[config.mk]
export PLATFORM = sky130hd
export DESIGN_NAME = mbap_front
export DESIGN_NICKNAME = d
export VERILOG_FILES = /design/src/rtl/mbap_pkg.sv /design/src/rtl/mbap_front.sv
export SDC_FILE = /design/constraint.sdc
export NUM_CORES = 1
export LEC_CHECK = 0
export ABC_CLOCK_PERIOD_IN_PS = 7100
export BUFFER_PORTS_ARGS = -buffer_cell sky130_fd_sc_hd__buf_2
export CORE_MARGIN = 2
export CORE_UTILIZATION = 30
export CTS_CLUSTER_SIZE = 24
export DETAILED_ROUTE_END_ITERATION = 8
export GPL_TIMING_DRIVEN = 0
export PLACE_DENSITY = 0.55
export SLEW_MARGIN = 20
export SYNTH_ARGS = -nofsm -noshare
export SYNTH_HDL_FRONTEND = slang
export SYNTH_SLANG_ARGS = --single-unit
export TNS_END_PERCENT = 20
[constraint.sdc]
create_clock -name clock -period 7.1 [get_ports clock]
set_input_delay 1.42 -clock clock [delete_from_list [all_inputs] [get_ports clock]]
set_output_delay 1.42 -clock clock [all_outputs]
set_load 0.01 [all_outputs]
[src/rtl/mbap_pkg.sv]
// mbap_pkg: shared types and constants for the memory block access profiler
// no dependencies
`timescale 1ns / 1ps
package mbap_pkg;
   localparam int NUM_BLOCKS_DEF = 64;
   localparam int BLOCK_BYTES_DEF = 65536;
   localparam int MAX_XFER_DEF = 8;
   localparam logic [31:0] TIMESTEP_RESET = 32'd65536;
   localparam logic [39:0] SAT40 = 40'hFF_FFFF_FFFF;

   localparam logic ACT_XFER = 1'b0;
   localparam logic ACT_END = 1'b1;
   localparam logic [1:0] KIND_READ = 2'd0;
   localparam logic [1:0] KIND_WRITE = 2'd1;

   // classified request passed from front to back
   typedef struct packed {
      logic        flush;
      logic        upd;
      logic        is_wr;
      logic [39:0] offset;
      logic [21:0] address;
      logic [3:0]  count;
      logic [63:0] payload;
      logic [47:0] stamp;
   } cmd_type;

   typedef enum logic [2:0] {
      ST_IDLE, ST_FSCAN, ST_FRD, ST_FOUT, ST_UBYTE, ST_UWR
   } bstate_type;

   typedef struct packed {
      logic [5:0]  block_index;
      logic [47:0] stamp;
      logic        read_seen;
      logic [39:0] first_read_at;
      logic [39:0] last_read_at;
      logic [39:0] read_bytes;
      logic        write_seen;
      logic [39:0] first_write_at;
      logic [39:0] last_write_at;
      logic [39:0] write_bytes;
      logic [39:0] zero_bytes;
      logic        last;
   } rec_type;

   function automatic logic [39:0] sat_inc(input logic [39:0] v);
      sat_inc = (v == SAT40) ? v : v + 40'd1;
   endfunction
endpackage

[src/rtl/mbap_front.sv]
// mbap_front: accepts requests, tracks clock and timestep, classifies them
// depends on mbap_pkg
`timescale 1ns / 1ps
module mbap_front (
   input  logic                 clock,
   input  logic                 reset,
   input  logic                 req_push,
   output logic                 req_full,
   input  logic                 req_action,
   input  logic [39:0]          req_log_offset,
   input  logic [21:0]          req_address,
   input  logic [3:0]           req_byte_count,
   input  logic [1:0]           req_kind,
   input  logic [63:0]          req_payload,
   input  logic [15:0]          req_cycles,
   input  logic [31:0]          timestep,
   output logic                 cmd_valid,
   output mbap_pkg::cmd_type    cmd,
   input  logic                 cmd_ready
);
   import mbap_pkg::*;

   logic [47:0] clock_ff, clock_in;
   logic [39:0] start_ff, start_in;
   logic        vld_ff, vld_in;
   cmd_type     cmd_ff, cmd_in;
   logic        acc, hit;
   logic [40:0] lim;

   assign req_full = vld_ff && !cmd_ready;
   assign acc = req_push && !req_full;
   assign lim = {1'b0, start_ff} + {9'd0, timestep};
   assign hit = {1'b0, req_log_offset} >= lim;

   // classify request and advance clock / timestep start
   always_comb begin
      clock_in = clock_ff;
      start_in = start_ff;
      vld_in = vld_ff && !cmd_ready;
      cmd_in = cmd_ff;
      if (acc) begin
         vld_in = 1'b1;
         cmd_in.offset = req_log_offset;
         cmd_in.address = req_address;
         cmd_in.count = (req_byte_count > 4'(MAX_XFER_DEF)) ? 4'(MAX_XFER_DEF)
                                                            : req_byte_count;
         cmd_in.payload = req_payload;
         cmd_in.is_wr = (req_kind == KIND_WRITE);
         cmd_in.stamp = clock_ff;
         if (req_action == ACT_END) begin
            cmd_in.flush = 1'b1;
            cmd_in.upd = 1'b0;
         end else begin
            cmd_in.flush = hit;
            cmd_in.upd = (req_kind == KIND_READ || req_kind == KIND_WRITE)
                         && req_byte_count != 4'd0;
            if (hit) start_in = req_log_offset;
            clock_in = clock_ff + {32'd0, req_cycles};
         end
      end
   end

   always_ff @(posedge clock) begin
      if (reset) begin
         clock_ff <= '0;
         start_ff <= '0;
         vld_ff <= 1'b0;
      end else begin
         clock_ff <= clock_in;
         start_ff <= start_in;
         vld_ff <= vld_in;
      end
      cmd_ff <= cmd_in;
   end

   assign cmd_valid = vld_ff;
   assign cmd = cmd_ff;
endmodule

==> metrics.log <==
INFO  metric run_status = finished, final reports clean
INFO  metric power.net_switching = 1.03 mW
INFO  metric cp_slowest_cell = sky130_fd_sc_hd__a2111oi_0
INFO  metric synth_area_leader = sky130_fd_sc_hd__edfxtp_1
INFO  metric yosysUniqueCellTypes = 67
INFO  metric fin_hold_ws = 0.456 ns
INFO  metric layout_min_cycle_time = 6.52 ns
INFO  metric dieArea = 44,400 µm²
INFO  metric postCtsSetupRepairBufs = 0
INFO  metric vias = 9,850
INFO  metric finalClockSkew = 0.0230 ns
INFO  metric critical_path.endpoint_type = flop
INFO  metric place_ws = -0.111 ns
INFO  metric critPathRequiredTime = 7.55 ns
INFO  metric htreeDepth = 2
INFO  metric synth_warnings = 0
INFO  metric p_per_area = 247 nW/µm²
INFO  metric tightestPinTransition = 0.715 ns
INFO  metric internal-power = 3.04 mW
INFO  metric irDropWorstVdd = 0.000164 V
INFO  metric top_level_ports = 368
INFO  metric static-leakage-power = 6.82 nW
INFO  metric ys_async_sr_fraction = 0%
INFO  metric mappedNetlistNets = 1,361
INFO  metric timing_max_transition_violations_final = 0
INFO  metric floorplan.die.height = 211 µm
INFO  metric pin_count_of_the_biggest_net_entering_global_routing = 93
INFO  metric drive_above_1_share = 29.2%
INFO  metric finalInstanceArea = 16,500 µm²
INFO  metric clkTransAtPathRegs = 0.06 ns
INFO  metric detail_route.wirelength = 35.7 mm
INFO  metric route.detailed.wl_per_inst = 17.4 µm
INFO  metric fillCellCount = 4,160
INFO  metric worstSkewPairLatency = 0.54 ns
INFO  metric max-slew-margin-rel = 52.0%
INFO  metric area_growth = 28.6%
INFO  metric number_of_antenna_violations_at_the_first_check_in_global_routing = 6
INFO  metric core_area = 42,000 µm²
INFO  metric clock_path_buffers = 3
INFO  metric cts_root_buf = sky130_fd_sc_hd__clkbuf_16
INFO  metric antenna_violating_nets_post_route = 0
INFO  metric synth.ff_latch_count = 270
INFO  metric first_pass_iters = 4
INFO  metric ys.flop_type = sky130_fd_sc_hd__edfxtp_1
INFO  metric finalPower = 4.07 mW
INFO  metric report.final.setup_viol = 0
INFO  metric rsz0062_at_grt = false
INFO  metric syn_avg_cell_area = 11.8 µm²
INFO  metric worst_path_largest_cell_delay = 0.66 ns
INFO  metric grt.total_usage = 15.6%
INFO  metric post-route-period-util = 91.8%
INFO  metric cts_resized = 0
INFO  metric grt_remaining_overflow = 0
INFO  metric fmax = 153 MHz
INFO  metric remaining_drc_errors = 0
INFO  metric drtIter0Drc = 560
INFO  metric seq_power_share = 44.1%
INFO  metric number_of_flops_mapped_to_enable_cells_by_yosys = 181
INFO  metric cts_buffers = 34
INFO  metric cts-hold-fix-buffers = 0
INFO  metric startpoint_types = input port
INFO  metric layout_setup_ws = 0.579 ns
INFO  metric floorplan.rows = 75
INFO  metric crit_path_category = input port to flop
INFO  metric drt-vias-per-instance = 4.79
INFO  metric crit_path_cell_trace = buf_2 > ha_1 > a21oi_1 > nand4b_1 > a211oi_1 > o211ai_1 > a2111oi_0 > o31ai_1 > a21oi_1 > xnor2_1 > ha_1 > nand4_1 > or2_1 > nor4_1 > and2_1 > a221o_1 > o21ai_0 > a311oi_4 > buf_6 > mux2i_1
INFO  metric ys_top_cells_by_count = sky130_fd_sc_hd__edfxtp_1 (181), sky130_fd_sc_hd__dfxtp_1 (89), sky130_fd_sc_hd__ha_1 (88), sky130_fd_sc_hd__nand2b_1 (87), sky130_fd_sc_hd__a21oi_1 (76)
INFO  metric synth_cells = 1,086
INFO  metric number_of_max_cap_violations = 0
INFO  metric global_route_wire_length_before_repair = 53.8 mm
INFO  metric dp.final_hpwl = 27.1 mm
INFO  metric hold_viol = 0
INFO  metric clock_tree_from_tritoncts = yes
INFO  metric share_comb_of_total_power = 13.0%
INFO  metric cts.sinks = 270
INFO  metric yosysMostFrequentCell = sky130_fd_sc_hd__edfxtp_1
INFO  metric die_width = 211 µm
INFO  metric synth_top_cell_area_share = 42.4%
INFO  metric port-buffer-count = 366
INFO  metric detailed_place.area = 15,400 µm²
INFO  metric worst_ep_arrival_time = 6.97 ns
INFO  metric synth_sequential_area_ratio = 56.2%
INFO  metric post_synthesis_instance_area = 12,800 µm²
INFO  metric ys_top_cells_by_area = sky130_fd_sc_hd__edfxtp_1 (42%), sky130_fd_sc_hd__dfxtp_1 (14%), sky130_fd_sc_hd__ha_1 (8.6%), sky130_fd_sc_hd__nand2b_1 (4.2%), sky130_fd_sc_hd__mux2i_1 (3.2%)
INFO  metric gpl.final_weighted_congestion = 0.802
INFO  metric power.switching_fraction = 25.2%
INFO  metric layout.nets = 1,764
INFO  metric hp-class = flop to flop
INFO  metric critical_path.max_fanout = 10
INFO  metric clockPowerShare = 42.9%
INFO  metric grt_pass1_vias = 9,719
INFO  metric effective_utilization_at_floorplan = 30.5%
path summary, 6_finish.rpt:
| kind | startpoint | end | slack, ns | cells after the start |
|---|---|---|---|---|
| worst max-delay path | timestep[1] | start_ff[7]$_SDFFE_PP0P_ | 0.58 | 20 |
| worst min-delay path | clock_ff[13]$_SDFFE_PP0P_ | cmd[13]$_DFFE_PP_ | 0.46 | 0 |
| worst min register to register | clock_ff[13]$_SDFFE_PP0P_ | cmd[13]$_DFFE_PP_ | 0.46 | 0 |
| worst max register to register | start_ff[1]$_SDFFE_PP0P_ | start_ff[7]$_SDFFE_PP0P_ | 1.25 | 19 |
cell families after synthesis:
| logic type | share of synthesized area, % |
|---|---|
| DFF | 56.2 |
| AOI/OAI and AO/OA | 11.2 |
| and+or+nand+nor | 14.0 |
| xor gates and xnor gates | 4.57 |
| buffers and inverters | 1.95 |
| adders and majority gates | 8.89 |
| muxes | 3.20 |
state kept, by name (all words and copies together) (netlist names):
name / cells
clock_ff: 48
cmd: 181
cmd_valid: 1
start_ff: 40
final cells by class:
type	instances	area, µm²	share of cell area, %
Tap cell	539	674	4.09
Inverter	26	105	0.637
Multi-Input combinational cell	758	5370	32.5
Clock buffer	43	906	5.49
Timing Repair Buffer	367	1860	11.3
Clock inverter	19	216	1.31
Sequential cell	270	7220	43.7
Antenna cell	2	5.00	0.0303
Buffer	32	153	0.925
per-stage QoR:
step | util (%) | setup TNS [ns] | cells
6_report | 39.3 | 0 | 2056
5_1_grt | 39.2 | 0 | 2055
4_1_cts | 39.2 | 0 | 2054
3_5_place_dp | 36.6 | -3.32 | 1992
3_3_place_gp | 36.5 | -85.20 | 1991
2_1_floorplan | - | 0 | 1086
cells in the final DEF, fill, tap and decap left out, types with 5 or more instances in the layout:
| cell type | instances |
|---|---|
| sky130_fd_sc_hd__buf_2 | 368 |
| sky130_fd_sc_hd__edfxtp_1 | 181 |
| sky130_fd_sc_hd__dfxtp_1 | 89 |
| sky130_fd_sc_hd__ha_1 | 88 |
| sky130_fd_sc_hd__nand2b_1 | 87 |
| sky130_fd_sc_hd__a21oi_1 | 76 |
| sky130_fd_sc_hd__nand2_1 | 70 |
| sky130_fd_sc_hd__nor2_1 | 64 |
| sky130_fd_sc_hd__mux2i_1 | 41 |
| sky130_fd_sc_hd__xnor2_1 | 40 |
| sky130_fd_sc_hd__o21ai_0 | 39 |
| sky130_fd_sc_hd__clkbuf_16 | 35 |
| sky130_fd_sc_hd__clkbuf_1 | 33 |
| sky130_fd_sc_hd__a21o_1 | 28 |
| sky130_fd_sc_hd__xor2_1 | 27 |
| sky130_fd_sc_hd__inv_1 | 25 |
| sky130_fd_sc_hd__nand3_1 | 22 |
| sky130_fd_sc_hd__nand4_1 | 21 |
| sky130_fd_sc_hd__nor3_1 | 14 |
| sky130_fd_sc_hd__or3_1 | 11 |
| sky130_fd_sc_hd__a211oi_1 | 10 |
| sky130_fd_sc_hd__nor4_1 | 10 |
| sky130_fd_sc_hd__nor2b_1 | 9 |
| sky130_fd_sc_hd__and3_1 | 8 |
| sky130_fd_sc_hd__a31oi_1 | 7 |
| sky130_fd_sc_hd__o211ai_1 | 6 |
| sky130_fd_sc_hd__o21a_1 | 6 |
| sky130_fd_sc_hd__clkinv_1 | 6 |
| sky130_fd_sc_hd__and4_1 | 5 |
| sky130_fd_sc_hd__and2_1 | 5 |
| sky130_fd_sc_hd__o2111ai_1 | 5 |
| sky130_fd_sc_hd__clkinv_2 | 5 |
layer usage:
metal	routed length [µm]	GRT usage [%]	vias up	part of all wire, %
met5	34	0	-	0.095
met1	15300	19.4	4653	43
met2	17200	26.7	332	48
met3	2480	3.75	40	7.0
met4	736	4.83	6	2.1
li1	-	-	4819	-
worst max-delay path: cells and delay by family:
kind	cells	cell delay, ns
AOI/OAI and AO/OA	9	2.91
and+or+nand+nor	5	1.44
adders and majority gates	2	0.55
buffers and inverters	2	0.36
muxes	1	0.20
xor gates and xnor gates	1	0.08
power by group through the flow:
stage          clock network, mW  registers (mW)  logic (mW)
3_3_place_gp                   0            1.84       0.523
5_1_grt                     1.87            1.80       0.594
4_1_cts                     1.81            1.80       0.538
6_report                    1.75            1.80       0.529
2_1_floorplan                  0            1.87       0.287
3_5_place_dp                   0            1.83       0.534
No activity file was read; power rests on OpenSTA's default activity.
